$ cat src/rtl/vrp_pkg.sv
// Shared types, codes and constants of the vertex rotate/project block.
// Holds the CORDIC arctangent table and coordinate saturation.
// No dependencies.
package vrp_pkg;

  // Coordinate format: Q16.16 in 32 bits, three per stored vertex
  localparam int COORD_W  = 32;
  localparam int VTX_W    = 3 * COORD_W;
  localparam int SAT_IN_W = 50;

  // Function codes of an input beat
  localparam logic [1:0] FUNC_LOAD    = 2'd0;
  localparam logic [1:0] FUNC_ROTATE  = 2'd1;
  localparam logic [1:0] FUNC_TRANS   = 2'd2;
  localparam logic [1:0] FUNC_PROJECT = 2'd3;

  // Rotation planes
  localparam logic [1:0] PLANE_XZ   = 2'd0;
  localparam logic [1:0] PLANE_YZ   = 2'd1;
  localparam logic [1:0] PLANE_XY   = 2'd2;
  localparam logic [1:0] PLANE_NONE = 2'd3;

  // Configuration register indexes
  localparam logic [1:0] CFG_FOV    = 2'd0;
  localparam logic [1:0] CFG_WIDTH  = 2'd1;
  localparam logic [1:0] CFG_HEIGHT = 2'd2;

  // Configuration reset values
  localparam logic signed [15:0] FOV_RESET    = 16'sd5;
  localparam logic [14:0]        WIDTH_RESET  = 15'd640;
  localparam logic [14:0]        HEIGHT_RESET = 15'd480;

  // Angles in 1/128 degree: full, half and quarter turn (360, 180, 90 degrees)
  localparam int TURN_UNITS    = 46080;
  localparam int HALF_TURN     = 23040;
  localparam int QUARTER_TURN  = 11520;
  localparam int CORDIC_STEPS  = 16;
  localparam int CORDIC_X0     = 19898;

  // Sine/cosine pair from the CORDIC unit
  typedef struct packed {
    logic               done;
    logic signed [15:0] cos_v;
    logic signed [15:0] sin_v;
  } cs_res_t;

  // Quotient from the divide unit
  typedef struct packed {
    logic        done;
    logic        ovf;
    logic [15:0] quot;
  } div_res_t;

  // atan(2^-k) in 1/32768 degree
  function automatic logic [20:0] atan_entry(input logic [3:0] k);
    logic [20:0] r;
    case (k)
      4'd0:    r = 21'd1474560;
      4'd1:    r = 21'd870484;
      4'd2:    r = 21'd459940;
      4'd3:    r = 21'd233473;
      4'd4:    r = 21'd117189;
      4'd5:    r = 21'd58652;
      4'd6:    r = 21'd29333;
      4'd7:    r = 21'd14667;
      4'd8:    r = 21'd7334;
      4'd9:    r = 21'd3667;
      4'd10:   r = 21'd1834;
      4'd11:   r = 21'd917;
      4'd12:   r = 21'd458;
      4'd13:   r = 21'd229;
      4'd14:   r = 21'd115;
      default: r = 21'd57;
    endcase
    return r;
  endfunction

  // Saturate a wide signed value to the coordinate width
  function automatic logic signed [COORD_W-1:0] sat_coord(
      input logic signed [SAT_IN_W-1:0] v);
    logic signed [SAT_IN_W-1:0] hi;
    logic signed [SAT_IN_W-1:0] lo;
    hi = SAT_IN_W'({1'b0, {(COORD_W-1){1'b1}}});
    lo = -hi - SAT_IN_W'(1);
    if (v > hi) return {1'b0, {(COORD_W-1){1'b1}}};
    if (v < lo) return {1'b1, {(COORD_W-1){1'b0}}};
    return v[COORD_W-1:0];
  endfunction

endpackage

$ cat src/rtl/vrp_cordic.sv
// Iterative CORDIC: cosine and sine in Q1.15 of an angle in 1/128 degree.
// One micro-rotation per cycle, 16 in all. Depends on vrp_pkg.
module vrp_cordic import vrp_pkg::*; (
  input  logic               clk_i,
  input  logic               rst_ni,
  input  logic               start_i,
  input  logic signed [16:0] angle_i,
  output cs_res_t            res_o
);

  logic signed [18:0] a0, a1, a2, a3, a4, a5;
  logic               fold;
  logic signed [18:0] x_q, y_q, x_n, y_n, xsh, ysh;
  logic signed [25:0] z_q, z_n;
  logic [3:0]         k_q;
  logic               busy_q, done_q, neg_q;
  logic signed [15:0] cos_q, sin_q;
  logic               dir;

  function automatic logic signed [15:0] clamp15(input logic signed [18:0] v);
    if (v > 19'sd32767) return 16'sd32767;
    if (v < -19'sd32767) return -16'sd32767;
    return v[15:0];
  endfunction

  // Reduce into one turn, then fold into [-90, 90] degrees
  always_comb begin
    a0 = 19'(angle_i);
    a1 = (a0 < 0) ? a0 + 19'(TURN_UNITS) : a0;
    a2 = (a1 < 0) ? a1 + 19'(TURN_UNITS) : a1;
    a3 = (a2 >= 19'(TURN_UNITS)) ? a2 - 19'(TURN_UNITS) : a2;
    a4 = (a3 >= 19'(HALF_TURN)) ? a3 - 19'(TURN_UNITS) : a3;
    fold = 1'b0;
    a5 = a4;
    if (a4 > 19'(QUARTER_TURN)) begin
      a5 = a4 - 19'(HALF_TURN);
      fold = 1'b1;
    end else if (a4 < -19'(QUARTER_TURN)) begin
      a5 = a4 + 19'(HALF_TURN);
      fold = 1'b1;
    end
  end

  // One micro-rotation
  always_comb begin
    xsh = x_q >>> k_q;
    ysh = y_q >>> k_q;
    dir = ~z_q[25];
    x_n = dir ? x_q - ysh : x_q + ysh;
    y_n = dir ? y_q + xsh : y_q - xsh;
    z_n = dir ? z_q - 26'(atan_entry(k_q)) : z_q + 26'(atan_entry(k_q));
  end

  // Control
  always_ff @(posedge clk_i or negedge rst_ni) begin
    if (!rst_ni) begin
      busy_q <= 1'b0;
      done_q <= 1'b0;
      k_q    <= '0;
    end else begin
      done_q <= 1'b0;
      if (start_i) begin
        busy_q <= 1'b1;
        k_q    <= '0;
      end else if (busy_q) begin
        k_q <= k_q + 4'd1;
        if (k_q == 4'(CORDIC_STEPS - 1)) begin
          busy_q <= 1'b0;
          done_q <= 1'b1;
        end
      end
    end
  end

  // Datapath
  always_ff @(posedge clk_i) begin
    if (start_i) begin
      x_q   <= 19'(CORDIC_X0);
      y_q   <= '0;
      z_q   <= 26'(a5) <<< 8;
      neg_q <= fold;
    end else if (busy_q) begin
      x_q <= x_n;
      y_q <= y_n;
      z_q <= z_n;
      if (k_q == 4'(CORDIC_STEPS - 1)) begin
        cos_q <= clamp15(neg_q ? -x_n : x_n);
        sin_q <= clamp15(neg_q ? -y_n : y_n);
      end
    end
  end

  assign res_o.done  = done_q;
  assign res_o.cos_v = cos_q;
  assign res_o.sin_v = sin_q;

endmodule

$ cat config.mk
export PLATFORM = sky130hd
export DESIGN_NAME = vrp_cordic
export DESIGN_NICKNAME = d
export VERILOG_FILES = /design/src/rtl/vrp_pkg.sv /design/src/rtl/vrp_cordic.sv
export SDC_FILE = /design/constraint.sdc
export NUM_CORES = 1
export LEC_CHECK = 0
export ABC_AREA = 0
export BUFFER_PORTS_ARGS = -buffer_cell sky130_fd_sc_hd__buf_2
export CAP_MARGIN = 30
export CORE_UTILIZATION = 50
export CTS_CLUSTER_SIZE = 25
export DETAILED_ROUTE_END_ITERATION = 8
export HOLD_SLACK_MARGIN = 0.12
export PLACE_DENSITY = 0.64
export SYNTH_ARGS = -nofsm -noshare
export SYNTH_HDL_FRONTEND = slang
export SYNTH_SLANG_ARGS = --single-unit
$ cat constraint.sdc
create_clock -name clk_i -period 17.44 [get_ports clk_i]
set_input_delay 1.744 -clock clk_i [delete_from_list [all_inputs] [get_ports clk_i]]
set_output_delay 1.744 -clock clk_i [all_outputs]
set_load 0.03 [all_outputs]
==> results.py <==
metrics = {
    "logic_synthesis": {
        "synthArstFlopShare_pct": 5.83,
        "ys_seq_elements": 103,
        "netlist_instances": 1520,
        "avgSynthCellArea_sq_um": 8.05,
        "synthTopCellsByArea": "edfxtp_1 (13%), ha_1 (8.1%), dfxtp_1 (7.5%)",
        "ys_seq_area_share_pct": 21.3,
        "synth_largest_area_cell": "edfxtp_1",
        "yosysWarnings": 0,
        "synth_edf_count": 51,
        "syn-num-nets": 1622,
        "synth_area_sq_um": 12200,
        "synth_ff_type": "edfxtp_1",
        "yosysTopAreaCellShare_pct": 12.5,
        "synth.distinct_cells": 94,
    },
    "routing": {
        "vias": 11500,
        "drt_iter0_markers": 858,
        "ant_nets": 0,
        "viasPerCell": 6.21,
        "drc_errors": 0,
        "firstDrtPassIters": 5,
        "drt_wl_total_um": 33400,
        "wl_per_cell_um": 18.1,
    },
    "critical_path": {
        "worstPathRequired_ps": 17660,
        "cp_slowest_cell": "a211oi_1",
        "crit_path_start": "k_q[0]",
        "r2r_slack_ps": 9600,
        "timing.rr.end": "sin_q[3]",
        "worst_path_dominant_cell_family": "compound AO/OA/AOI/OAI gates",
        "regToRegStartpoint": "k_q[0]",
        "start_kind": "register",
        "crit_path_end": "sin_q[3]",
        "crit_buf_inv": 1,
        "cp_data_arrival_time_ps": 8050,
        "crit_type": "register to register",
        "critPathMaxStageDelay_ps": 720,
        "worst-path-stages": 20,
        "path_cells": "buf_4 > mux2_2 > mux2_2 > mux4_1 > or3_4 > nor3b_2 > nor4bb_1 > nor2_1 > xor2_1 > ha_1 > nand2_1 > o31ai_1 > a21oi_1 > a211oi_1 > o32ai_1 > o2111ai_1 > o21ai_0 > a31oi_1 > nand2_1 > a21oi_1",
        "path_max_fanout": 46,
        "reg2regPathDepth": 20,
        "end_kind": "register",
    },
    "layout": {
        "finalNonFillerCells": 1845,
        "fill_cells": 2253,
        "syn2layout_area_growth_pct": 5.98,
        "layout-drive-gt1-share_pct": 10.8,
        "final-seq-area_sq_um": 2610,
        "antenna_cells": 0,
        "final_nets": 1623,
        "final_util_pct": 54.6,
        "multi_input_area_sq_um": 9060,
    },
    "sta": {
        "slew_headroom_pct": 34.0,
        "max_freq_mhz": 128,
        "finalMaxSlewViolations": 0,
        "setup_viol": 0,
        "grt_setup_unrepaired": "false",
        "tightest_slew_ps": 988,
        "finalCritPeriodShare_pct": 44.9,
        "finalHoldViolCount": 0,
        "post-route-min-period_ps": 7840,
        "skew_ps": 12.9,
        "finalSetupTns_ps": 0,
    },
    "cts": {
        "cts_max_path_buffers": 2,
        "holdBufCountCts": 0,
        "post_cts_buffers": 0,
        "post_cts_resize_count": 0,
        "clkTransAtPathRegs_ps": 80,
        "clock_latency_ps": 370,
        "cts.sinks": 103,
        "clockRootBuffer": "clkbuf_16",
        "numCtsBuffers": 9,
        "htree_num_levels": 3,
        "cts_tree": "yes",
    },
    "placement": {
        "dpl.hpwl_um": 25200,
        "gp_congestion": 0.912,
        "dp.cells": 1829,
        "port_buffers": 52,
    },
    "run_status": {
        "outcome": "finished, final reports clean",
    },
    "job": {
        "drv_cap": 0,
    },
    "die": {
        "dieArea_sq_um": 25100,
        "num_rows": 56,
        "core_sq_um": 23800,
        "die_width_um": 158,
        "start_util_pct": 51.5,
        "fp.dieH_um": 158,
        "pin_count": 53,
    },
    "min_path": {
        "hp-class": "register to register",
    },
    "global_routing": {
        "grt_max_degree": 65,
        "antenna_found_initial": 0,
        "grt_pass1_vias": 10500,
        "grt_usage_pct": 27.4,
        "grt_overflow": 0,
        "grt_pass1_wl_um": 54600,
    },
}
-- per-layer routing --
metal	vias to the layer above	track usage [%]	share of wire [%]
met4	0	7.14	1.9
met2	349	47.1	48
li1	5624	-	-
met1	5439	36.1	45
met5	-	0	0
met3	39	3.27	5.1
-- cell type report --
type	count	share of cell area, %
clock buffers	11	1.87
clock inverters	5	0.299
inverters	65	1.89
multi-input cells	1277	69.9
flip-flops and latches	103	20.1
well taps	319	3.08
repair buffers	65	2.82
-- worst min path at each step --
stage	startpoint	end	slack (ps)	depth (start not counted)
finish	z_q[6]	z_q[6]	510	2
global route	z_q[2]	z_q[2]	530	2
CTS	z_q[7]	z_q[7]	500	2
detailed placement	z_q[7]	z_q[7]	490	2
global placement	z_q[7]	z_q[7]	480	2
floorplan	z_q[7]	z_q[7]	470	2
-- cells in the final DEF (no fill, tap or decap), types with 21 or more instances in the layout --
cell        n
xor2_1     54
dfxtp_1    46
nor2_1    173
a21o_1     24
inv_1      62
nand2_1   123
edfxtp_1   51
a21oi_1   105
nand2b_1   22
xnor2_1    86
a31oi_1    24
a211oi_1   21
ha_1       79
mux4_2     27
buf_2      52
nor3_1     30
mux2i_1    47
o21ai_0   127
o21a_1     28
nand3_1    24
-- worst register-to-register path: stages (launching register included) --
cell,delay (ps)
dfrtp_2,340
buf_4,520
mux2_2,430
mux2_2,280
mux4_1,560
or3_4,430
nor3b_2,280
nor4bb_1,660
nor2_1,110
xor2_1,170
ha_1,350
nand2_1,100
o31ai_1,520
a21oi_1,200
a211oi_1,720
o32ai_1,260
o2111ai_1,430
o21ai_0,180
a31oi_1,710
nand2_1,250
a21oi_1,200
-- synthesized netlist by cell type, drive strengths merged, types with 31 or more instances --
cell type / n
nand2: 123
mux2i: 47
o21ai: 129
clkbuf: 50
inv: 64
nor3: 31
a21oi: 105
edfxtp: 51
dfxtp: 46
ha: 79
xnor2: 89
xor2: 56
nor2: 176
-- registers in the layout, indices dropped and copies added, names as in the netlist --
register / count
busy_q: 1
cos_q: 16
done_q: 1
k_q: 4
neg_q: 1
sin_q: 16
x_q: 19
y_q: 19
z_q: 26
-- logic make-up after synthesis --
logic type / share of synthesized area, %
and+or+nand+nor: 18.8
AOI/OAI and AO/OA: 25.3
xor gates and xnor gates: 10.7
buffers and inverters: 4.70
DFF: 21.3
muxes: 10.7
adders and majority gates: 8.57
-- per-stage QoR --
stage / cell area (sq um) / worst slack [ps] / hold WS, ps
2_1_floorplan: 12200 / 10520 / 465
3_3_place_gp: 12700 / 9740 / 480
3_5_place_dp: 12700 / 9590 / 490
4_1_cts: 13000 / 9690 / 502
5_1_grt: 13000 / 8910 / 528
6_report: 13000 / 9600 / 506
Power is not shown: default switching activity piles up to over one toggle a cycle in this logic, so the estimate is an artifact.
