### src/rtl/vrp_pkg.sv
// Shared types, codes and constants of the vertex rotate/project block.
// Holds the CORDIC arctangent table and coordinate saturation.
// No dependencies.
package vrp_pkg;

  // Coordinate format: Q16.16 in 32 bits, three per stored vertex
  localparam int COORD_W  = 32;
  localparam int VTX_W    = 3 * COORD_W;
  localparam int SAT_IN_W = 50;

  // Function codes of an input beat
  localparam logic [1:0] FUNC_LOAD    = 2'd0;
  localparam logic [1:0] FUNC_ROTATE  = 2'd1;
  localparam logic [1:0] FUNC_TRANS   = 2'd2;
  localparam logic [1:0] FUNC_PROJECT = 2'd3;

  // Rotation planes
  localparam logic [1:0] PLANE_XZ   = 2'd0;
  localparam logic [1:0] PLANE_YZ   = 2'd1;
  localparam logic [1:0] PLANE_XY   = 2'd2;
  localparam logic [1:0] PLANE_NONE = 2'd3;

  // Configuration register indexes
  localparam logic [1:0] CFG_FOV    = 2'd0;
  localparam logic [1:0] CFG_WIDTH  = 2'd1;
  localparam logic [1:0] CFG_HEIGHT = 2'd2;

  // Configuration reset values
  localparam logic signed [15:0] FOV_RESET    = 16'sd5;
  localparam logic [14:0]        WIDTH_RESET  = 15'd640;
  localparam logic [14:0]        HEIGHT_RESET = 15'd480;

  // Angles in 1/128 degree: full, half and quarter turn (360, 180, 90 degrees)
  localparam int TURN_UNITS    = 46080;
  localparam int HALF_TURN     = 23040;
  localparam int QUARTER_TURN  = 11520;
  localparam int CORDIC_STEPS  = 16;
  localparam int CORDIC_X0     = 19898;

  // Sine/cosine pair from the CORDIC unit
  typedef struct packed {
    logic               done;
    logic signed [15:0] cos_v;
    logic signed [15:0] sin_v;
  } cs_res_t;

  // Quotient from the divide unit
  typedef struct packed {
    logic        done;
    logic        ovf;
    logic [15:0] quot;
  } div_res_t;

  // atan(2^-k) in 1/32768 degree
  function automatic logic [20:0] atan_entry(input logic [3:0] k);
    logic [20:0] r;
    case (k)
      4'd0:    r = 21'd1474560;
      4'd1:    r = 21'd870484;
      4'd2:    r = 21'd459940;
      4'd3:    r = 21'd233473;
      4'd4:    r = 21'd117189;
      4'd5:    r = 21'd58652;
      4'd6:    r = 21'd29333;
      4'd7:    r = 21'd14667;
      4'd8:    r = 21'd7334;
      4'd9:    r = 21'd3667;
      4'd10:   r = 21'd1834;
      4'd11:   r = 21'd917;
      4'd12:   r = 21'd458;
      4'd13:   r = 21'd229;
      4'd14:   r = 21'd115;
      default: r = 21'd57;
    endcase
    return r;
  endfunction

  // Saturate a wide signed value to the coordinate width
  function automatic logic signed [COORD_W-1:0] sat_coord(
      input logic signed [SAT_IN_W-1:0] v);
    logic signed [SAT_IN_W-1:0] hi;
    logic signed [SAT_IN_W-1:0] lo;
    hi = SAT_IN_W'({1'b0, {(COORD_W-1){1'b1}}});
    lo = -hi - SAT_IN_W'(1);
    if (v > hi) return {1'b0, {(COORD_W-1){1'b1}}};
    if (v < lo) return {1'b1, {(COORD_W-1){1'b0}}};
    return v[COORD_W-1:0];
  endfunction

endpackage

### src/rtl/vrp_divider.sv
// Restoring divider for the projection: 16 quotient bits, one per cycle,
// with an up-front overflow check when the quotient needs 17 bits or more.
// Depends on vrp_pkg.
module vrp_divider import vrp_pkg::*; (
  input  logic        clk_i,
  input  logic        rst_ni,
  input  logic        start_i,
  input  logic [62:0] dividend_i,
  input  logic [33:0] divisor_i,
  output div_res_t    res_o
);

  logic        busy_q, done_q, ovf_q;
  logic [3:0]  cnt_q;
  logic [33:0] rem_q, b_q;
  logic [15:0] ql_q;
  logic [34:0] r2;
  logic        ge, ovf;

  // Quotient would need 17+ bits
  assign ovf = dividend_i >= {13'd0, divisor_i, 16'd0};

  always_comb begin
    r2 = {rem_q, ql_q[15]};
    ge = r2 >= {1'b0, b_q};
  end

  // Control
  always_ff @(posedge clk_i or negedge rst_ni) begin
    if (!rst_ni) begin
      busy_q <= 1'b0;
      done_q <= 1'b0;
      cnt_q  <= '0;
    end else begin
      done_q <= 1'b0;
      if (start_i) begin
        cnt_q <= '0;
        if (ovf) done_q <= 1'b1;
        else     busy_q <= 1'b1;
      end else if (busy_q) begin
        cnt_q <= cnt_q + 4'd1;
        if (cnt_q == 4'd15) begin
          busy_q <= 1'b0;
          done_q <= 1'b1;
        end
      end
    end
  end

  // Datapath: dividend low bits shift out as quotient bits shift in
  always_ff @(posedge clk_i) begin
    if (start_i) begin
      ovf_q <= ovf;
      b_q   <= divisor_i;
      rem_q <= dividend_i[49:16];
      ql_q  <= dividend_i[15:0];
    end else if (busy_q) begin
      rem_q <= ge ? 34'(r2 - {1'b0, b_q}) : r2[33:0];
      ql_q  <= {ql_q[14:0], ge};
    end
  end

  assign res_o.done = done_q;
  assign res_o.ovf  = ovf_q;
  assign res_o.quot = ql_q;

endmodule

### config.mk
export PLATFORM = sky130hd
export DESIGN_NAME = vrp_divider
export DESIGN_NICKNAME = d
export VERILOG_FILES = /design/src/rtl/vrp_pkg.sv /design/src/rtl/vrp_divider.sv
export SDC_FILE = /design/constraint.sdc
export NUM_CORES = 1
export LEC_CHECK = 0
export BUFFER_PORTS_ARGS = -buffer_cell sky130_fd_sc_hd__buf_4
export CAP_MARGIN = 25
export CORE_UTILIZATION = 60
export DETAILED_ROUTE_END_ITERATION = 7
export PLACE_DENSITY = 0.85
export SYNTH_ARGS = -nofsm -noshare
export SYNTH_HDL_FRONTEND = slang
export SYNTH_SLANG_ARGS = --single-unit
### constraint.sdc
create_clock -name clk_i -period 6.4 [get_ports clk_i]
set_input_delay 1.28 -clock clk_i [delete_from_list [all_inputs] [get_ports clk_i]]
set_output_delay 1.28 -clock clk_i [all_outputs]
set_load 0.005 [all_outputs]
==> impl_metrics.sql, run 1 <==
INSERT INTO impl_metrics (metric_group, metric, value, unit) VALUES
('worst_setup_path', 'critical_path.reg2reg.startpoint', 'rem_q[27]', ''),
('synth', 'ys.flop_type', 'sky130_fd_sc_hd__edfxtp_1', ''),
('clock_tree', 'cts.repair_timing.setup_buffer_count', '0', ''),
('route', 'drt_wl_total', '16720', 'um'),
('power', 'total_leakage_power', '3.718', 'nW'),
('worst_setup_path', 'worst_ep_required_time', '6510', 'ps'),
('floorplan', 'die_w', '108.9', 'um'),
('route', 'ant_nets', '0', ''),
('route', 'total_via_count_after_detailed_routing', '5615', ''),
('clock_tree', 'ctsRootBufferMaster', 'sky130_fd_sc_hd__clkbuf_16', ''),
('floorplan', 'floorplan.initialDensity', '62.38', '%'),
('global_route', 'largest_net_degree_at_the_start_of_global_routing', '64', ''),
('min_path', 'hold_path_depth', '2', ''),
('route', 'drt-wirelength-per-cell', '18.15', 'um'),
('global_route', 'grt_remaining_overflow', '0', ''),
('synth', 'postSynthNetCount', '837', ''),
('clock_tree', 'cts_tree', 'done', ''),
('clock_tree', 'postCtsResizedCells', '0', ''),
('floorplan', 'core', '10980', 'um^2'),
('worst_setup_path', 'crit_type', 'reg2reg', ''),
('run_status', 'outcome', 'completed', ''),
('placement', 'placement.io_buffers', '117', ''),
('synth', 'synth_compound_gate_area_share', '16.33', '%'),
('sta', 'worst_pin_slew', '751.4', 'ps'),
('worst_setup_path', 'worst_setup_path_end_kind', 'register', ''),
('placement', 'pre_cts_ws', '2905', 'ps'),
('min_path', 'min_delay_worst_endpoint', 'cnt_q[1]', ''),
('sta', 'maximum_achievable_frequency', '282.1', 'MHz'),
('finish', 'post_route_cells_drive_above_1_share', '25.35', '%'),
('synth', 'synth_enable_flop_cells', '85', ''),
('sta', 'clock_skew', '6.765', 'ps'),
('finish', 'synthToLayoutAreaGrowth', '17.84', '%'),
('placement', 'place_hpwl', '12330', 'um'),
('clock_tree', 'cts-hold-fix-buffers', '0', ''),
('sta', 'max-slew-margin-rel', '49.38', '%'),
('clock_tree', 'clock-sinks', '91', ''),
('route', 'initialDrtViolationCount', '503', ''),
('sta', 'final_setup_margin', '2855', 'ps'),
('floorplan', 'die_height', '108.9', 'um'),
('synth', 'synth_seq_area_share', '39.44', '%'),
('sta', 'final-hold-violation-count', '0', ''),
('global_route', 'grt_pass1_vias', '5493', ''),
('sta', 'grt_setup_unrepaired', 'no', ''),
('synth', 'synthesis.area_per_instance', '10.27', 'um^2'),
('clock_tree', 'clock_path_buffers', '2', ''),
('synth', 'synth_xor_xnor_area_share', '3.579', '%'),
('synth', 'muxShareOfSynthArea', '10.39', '%'),
('sta', 'setup_viol', '0', ''),
('power', 'p_per_area', '402.2', 'nW/um^2'),
('run', 'timing.max_cap.violations', '0', ''),
('finish', 'num_antenna_cells', '0', ''),
('finish', 'finalNetCount', '946', ''),
('sta', 'final_critical_delay_including_setup_and_external_delays', '3545', 'ps'),
('route', 'vias_per_cell', '6.097', ''),
('synth', 'yosys_reg_bits', '91', ''),
('min_path', 'hold_wc_path_type', 'reg2reg', ''),
('floorplan', 'floorplan.io_pins', '118', ''),
('synth', 'share_of_synthesized_cell_area_in_and_or_nand_and_nor_gates', '11.58', '%'),
('clock_tree', 'clock_insertion_delay_worst_skew', '350', 'ps'),
('clock_tree', 'path_clk_slew', '70', 'ps'),
('synth', 'yosys_warnings', '0', ''),
('sta', 'slew_viol_final', '0', ''),
('worst_setup_path', 'worst-r2r-setup-slack', '2860', 'ps'),
('placement', 'final_estimated_routing_congestion_in_global_placement', '0.9505', ''),
('global_route', 'grt_usage', '29.36', '%'),
('clock_tree', 'cts-htree-levels', '3', ''),
('worst_setup_path', 'critPathMaxFanout', '33', ''),
('synth', 'synth-async-reset-ratio', '6.593', '%'),
('min_path', 'hp-start', 'cnt_q[1]', ''),
('synth', 'synth-adder-area-share', '12.89', '%'),
('synth', 'synth_top_family_by_area', 'compound AO/OA/AOI/OAI gates', '');
cell families after synthesis:
family                   after synthesis
AO/OA/AOI/OAI                        166
XOR/XNOR                              28
adder cells (fa/ha/maj)               70
buffers and inverters                 96
flip-flops                            91
multiplexers                          60
AND/OR/NAND/NOR                      156
critical path, cell delays in order, from the launching register on:
cell	delay, ps
sky130_fd_sc_hd__edfxtp_1	430
sky130_fd_sc_hd__ha_1	420
sky130_fd_sc_hd__and3_1	350
sky130_fd_sc_hd__nand2_1	90
sky130_fd_sc_hd__nor4_1	540
sky130_fd_sc_hd__a211oi_1	170
sky130_fd_sc_hd__o221a_2	240
sky130_fd_sc_hd__nand2_4	410
sky130_fd_sc_hd__mux2_2	400
sky130_fd_sc_hd__mux2_2	250
power breakdown:
part           switching (W)  leakage, nW  internal, W
combinational       0.000936         2.64     0.000862
clock               0.000243        0.134     0.000266
sequential         0.0000922        0.945     0.000848
total                0.00127         3.72      0.00198
flip-flops by register name, indices dropped and copies added (netlist names):
register / cells
ql_q: 16
b_q: 34
busy_q: 1
cnt_q: 4
rem_q: 34
done_q: 1
ovf_q: 1
final cells by class:
cell class                      instances  area, um^2
Fill cell                             785        2909
Sequential cell                        91        2703
Multi-Input combinational cell        480        3752
Clock buffer                           11       232.7
Tap cell                              140       175.2
Inverter                               75       281.5
Clock inverter                          5       36.28
Timing Repair Buffer                  119       893.4
cells in the final DEF (no fill, tap or decap), drive strengths merged, types with 13 or more instances in the layout:
cell	instances
xnor2	14
nand2	42
buf	119
a21oi	51
o21ai	33
xor2	14
nor2	31
nand4	14
ha	69
inv	77
mux2	53
a21o	27
nand3	13
edfxtp	85
metal layers:
layer | vias up | GRT usage (%) | routed length (um)
met5 | - | 0 | 0
met4 | 0 | 10.33 | 391
met3 | 35 | 6.874 | 1143
met2 | 248 | 49.33 | 8049
met1 | 2663 | 36.85 | 7136
li1 | 2669 | - | -
synth_stat cells, types with 6 or more instances:
| library cell | count | area share [%] |
|---|---|---|
| sky130_fd_sc_hd__nor2b_1 | 11 | 1.0 |
| sky130_fd_sc_hd__a21o_1 | 27 | 3.0 |
| sky130_fd_sc_hd__inv_1 | 75 | 4.1 |
| sky130_fd_sc_hd__nand2b_1 | 10 | 0.91 |
| sky130_fd_sc_hd__dfrtp_1 | 6 | 2.2 |
| sky130_fd_sc_hd__mux2_2 | 41 | 6.7 |
| sky130_fd_sc_hd__mux2i_1 | 7 | 1.0 |
| sky130_fd_sc_hd__xnor2_1 | 14 | 1.8 |
| sky130_fd_sc_hd__o21a_1 | 10 | 1.1 |
| sky130_fd_sc_hd__a211oi_1 | 7 | 0.77 |
| sky130_fd_sc_hd__nand4_1 | 14 | 1.3 |
| sky130_fd_sc_hd__clkbuf_1 | 12 | 0.66 |
| sky130_fd_sc_hd__nor4_1 | 8 | 0.73 |
| sky130_fd_sc_hd__edfxtp_1 | 85 | 37 |
| sky130_fd_sc_hd__nand3_1 | 13 | 0.95 |
| sky130_fd_sc_hd__ha_1 | 69 | 13 |
| sky130_fd_sc_hd__nor2_1 | 31 | 1.7 |
| sky130_fd_sc_hd__a21oi_1 | 50 | 3.7 |
| sky130_fd_sc_hd__nand2_1 | 41 | 2.2 |
| sky130_fd_sc_hd__o21ai_0 | 32 | 2.3 |
| sky130_fd_sc_hd__mux2_4 | 12 | 2.6 |
| sky130_fd_sc_hd__nor3_1 | 6 | 0.44 |
| sky130_fd_sc_hd__xor2_1 | 14 | 1.8 |
stage by stage:
step	total power, W	instance area [um^2]	std cells	hold WS [ps]	utilization [%]
3_5_place_dp	0.002702	7805	905	545.3	71.06
4_1_cts	0.003228	8074	921	561.1	73.51
6_report	0.003248	8074	921	566.4	73.51
5_1_grt	0.003452	8074	921	607.5	73.51
3_3_place_gp	0.002640	7805	905	535.0	71.06
2_1_floorplan	0.002324	6852	667	512.7	-
worst max path at each step:
stage                         startpoint  slack (ps)       end
after global placement    dividend_i[36]        2900     ovf_q
final                          rem_q[27]        2860  rem_q[6]
after floorplan            divisor_i[28]        3340     ovf_q
after CTS                      rem_q[27]        2900  rem_q[5]
after global routing           rem_q[28]        2670  rem_q[5]
after detailed placement  dividend_i[36]        2900     ovf_q
No activity file was read; power rests on OpenSTA's default activity.
==> run 2: changes to the inputs <==
Settings changed: CORE_UTILIZATION 60 to 52, PLACE_DENSITY 0.85 to 0.78.
Clock period 6.4 ns to 3.2 ns, I/O delays scaled along.
==> run 2 against run 1 <==
Worst hold slack got worse by 500 ps. Largest cell class unchanged. Cell area increased by 4.2%. Sequential power is 99% higher. Core utilization fell by 7.4 points. Critical path depth rose by 1. Clock power grew 120%. Non-clock buffer count grew 27. First-iteration DRC count is 24% lower. Clock skew up 3.7 ps. Register-to-register slack got worse by 2700 ps. Sequential cell count did not move.
==> impl_metrics.sql, run 2 (same netlist as run 1, synthesis figures left out) <==
INSERT INTO impl_metrics (metric_group, metric, value, unit) VALUES
('clock_tree', 'cts_buffers', '9', ''),
('finish', 'fillerInstances', '1038', ''),
('worst_setup_path', 'worst_ep_required_time', '3310', 'ps'),
('clock_tree', 'cts_tree', 'done', ''),
('worst_setup_path', 'max_stage_delay_on_crit_path', '420', 'ps'),
('route', 'ant_nets', '0', ''),
('floorplan', 'placementRows', '41', ''),
('finish', 'design_area', '8412', 'um^2'),
('finish', 'post_route_cells_drive_above_1_share', '28.71', '%'),
('finish', 'layout_common_cells', 'sky130_fd_sc_hd__buf_4 (144), sky130_fd_sc_hd__edfxtp_1 (85), sky130_fd_sc_hd__inv_1 (75)', ''),
('global_route', 'grt_pass1_vias', '5544', ''),
('sta', 'final-hold-violation-count', '0', ''),
('sta', 'grt_setup_unrepaired', 'yes', ''),
('global_route', 'grt_remaining_overflow', '0', ''),
('global_route', 'grt_antenna_before_repair', '0', ''),
('route', 'dr.max_layer_used', 'met4', ''),
('sta', 'clock_skew', '10.44', 'ps'),
('sta', 'setup_viol', '0', ''),
('clock_tree', 'clock_insertion_delay_worst_skew', '360', 'ps'),
('power', 'total_leakage_power', '3.877', 'nW'),
('route', 'drt_wl_total', '16050', 'um'),
('clock_tree', 'cts-hold-fix-buffers', '0', ''),
('run', 'timing.max_cap.violations', '0', ''),
('worst_setup_path', 'critPathMaxFanout', '23', ''),
('route', 'met3_length', '881', 'um'),
('finish', 'finalNetCount', '973', ''),
('power', 'p_per_area', '811.3', 'nW/um^2'),
('global_route', 'grt_usage', '24.93', '%'),
('floorplan', 'floorplan.io_pins', '118', ''),
('worst_setup_path', 'timing.rr.end', 'rem_q[8]', ''),
('route', 'vias_per_cell', '5.644', ''),
('worst_setup_path', 'worst-r2r-setup-slack', '110', 'ps'),
('placement', 'final_estimated_routing_congestion_in_global_placement', '0.8488', ''),
('sta', 'slew_viol_final', '0', ''),
('sta', 'period_share', '96.50', '%'),
('sta', 'max-slew-margin-rel', '68.62', '%'),
('min_path', 'hold_wc_path_type', 'in2async', ''),
('worst_setup_path', 'worst_setup_path_end_kind', 'register', ''),
('finish', 'num_antenna_cells', '0', ''),
('global_route', 'global_route_wire_length_before_repair', '25880', 'um'),
('floorplan', 'floorplan.initialDensity', '53.86', '%'),
('worst_setup_path', 'critical_path.reg2reg.startpoint', 'rem_q[27]', ''),
('worst_setup_path', 'critical_path.slowest_cell', 'sky130_fd_sc_hd__edfxtp_1', ''),
('power', 'design_power_total', '0.006825', 'W'),
('power', 'max-vdd-ir-drop', '0.4426', 'mV'),
('sta', 'finalSetupTns', '0', 'ps'),
('worst_setup_path', 'path_cells', 'ha_1 -> a21o_1 -> a21o_1 -> a21o_1 -> a21o_1 -> a21oi_1 -> o221a_2 -> nand2_8 -> mux2_4 -> mux2_2', ''),
('sta', 'worst_pin_slew', '470.7', 'ps'),
('placement', 'dpl-instance-area', '8050', 'um^2'),
('worst_setup_path', 'ff_to_ff_path_depth', '10', ''),
('worst_setup_path', 'arrival', '3200', 'ps'),
('clock_tree', 'clock_path_buffers', '2', ''),
('route', 'drt-wirelength-per-cell', '16.38', 'um'),
('global_route', 'largest_net_degree_at_the_start_of_global_routing', '85', ''),
('sta', 'maximum_achievable_frequency', '323.8', 'MHz'),
('run_status', 'outcome', 'completed', ''),
('worst_setup_path', 'crit_type', 'reg2reg', ''),
('route', 'total_via_count_after_detailed_routing', '5531', ''),
('floorplan', 'design.die.area', '13640', 'um^2'),
('route', 'post-route-drc-count', '0', ''),
('clock_tree', 'ctsRootBufferMaster', 'sky130_fd_sc_hd__clkbuf_16', ''),
('route', 'initialDrtViolationCount', '382', ''),
('finish', 'largest_registers', 'b_q (34), rem_q (34), ql_q (16)', ''),
('floorplan', 'die_height', '116.8', 'um'),
('floorplan', 'die_w', '116.8', 'um'),
('clock_tree', 'path_clk_slew', '70', 'ps'),
('clock_tree', 'cts-htree-levels', '3', ''),
('finish', 'most_common_cell_after_layout_fill_and_taps_aside', 'sky130_fd_sc_hd__buf_4', ''),
('route', 'detailedRoute.firstPassIterationCount', '5', ''),
('route', 'routedLengthMet1', '7342', 'um'),
('placement', 'place_hpwl', '12350', 'um'),
('floorplan', 'core', '12720', 'um^2'),
('clock_tree', 'clock-sinks', '91', ''),
('sta', 'final_critical_delay_including_setup_and_external_delays', '3088', 'ps'),
('placement', 'placement.io_buffers', '117', ''),
('finish', 'synthToLayoutAreaGrowth', '22.77', '%'),
('worst_setup_path', 'crit_path_frequent_cell', 'sky130_fd_sc_hd__a21o_1', ''),
('route', 'wl_met2', '7407', 'um'),
('worst_setup_path', 'critical_path_source_type', 'register', '');
## run 2: power breakdown
group          internal [W]  switching, W
sequential          0.00170      0.000178
clock              0.000612      0.000501
combinational       0.00192       0.00192
## run 2: critical path: cells and delay by family (launching register included)
kind	cells	cell delay (ps)
AOI/OAI and AO/OA	6	1260
adders and majority gates	1	330
DFF	1	420
muxes	2	610
and+or+nand+nor	1	210
## run 2: how the worst max path moves through the flow
stage / start / end / slack (ps) / cells after the start
2_1_floorplan: rem_q[14] / rem_q[11] / 240 / 12
3_3_place_gp: rem_q[27] / rem_q[23] / 140 / 10
3_5_place_dp: rem_q[11] / rem_q[16] / 10 / 9
4_1_cts: rem_q[11] / rem_q[20] / 10 / 9
5_1_grt: ql_q[15] / rem_q[20] / -50 / 12
6_report: rem_q[27] / rem_q[8] / 110 / 10
## run 2: per-stage QoR
stage	hold WS (ps)	util (%)	worst slack [ps]	cells
floorplan	344.4	-	237.9	667
global placement	447.9	63.28	142.3	961
detailed placement	450.8	63.28	13.34	961
CTS	61.65	65.63	12.88	977
global route	61.98	66.12	-46.20	980
finish	71.15	66.12	112.0	980
## run 2: cell type report
class	count	area (um^2)	share of cell area, %
inverters	75	281.5	3.347
well taps	172	215.2	2.558
multi-input cells	480	3792	45.08
repair buffers	146	1121	13.33
clock buffers	9	225.2	2.677
flip-flops and latches	91	2703	32.13
clock inverters	7	73.82	0.8776
## run 2: layer usage
metal  track usage [%]  vias up
met5                 0        -
met4             8.523        0
met3             6.952       32
met2             40.95      168
met1             31.72     2605
li1                  -     2726
## run 2: timing repair
action,in CTS,in global routing
resized for setup,0,11
endpoints found under the setup margin,0,23
setup buffers,0,3
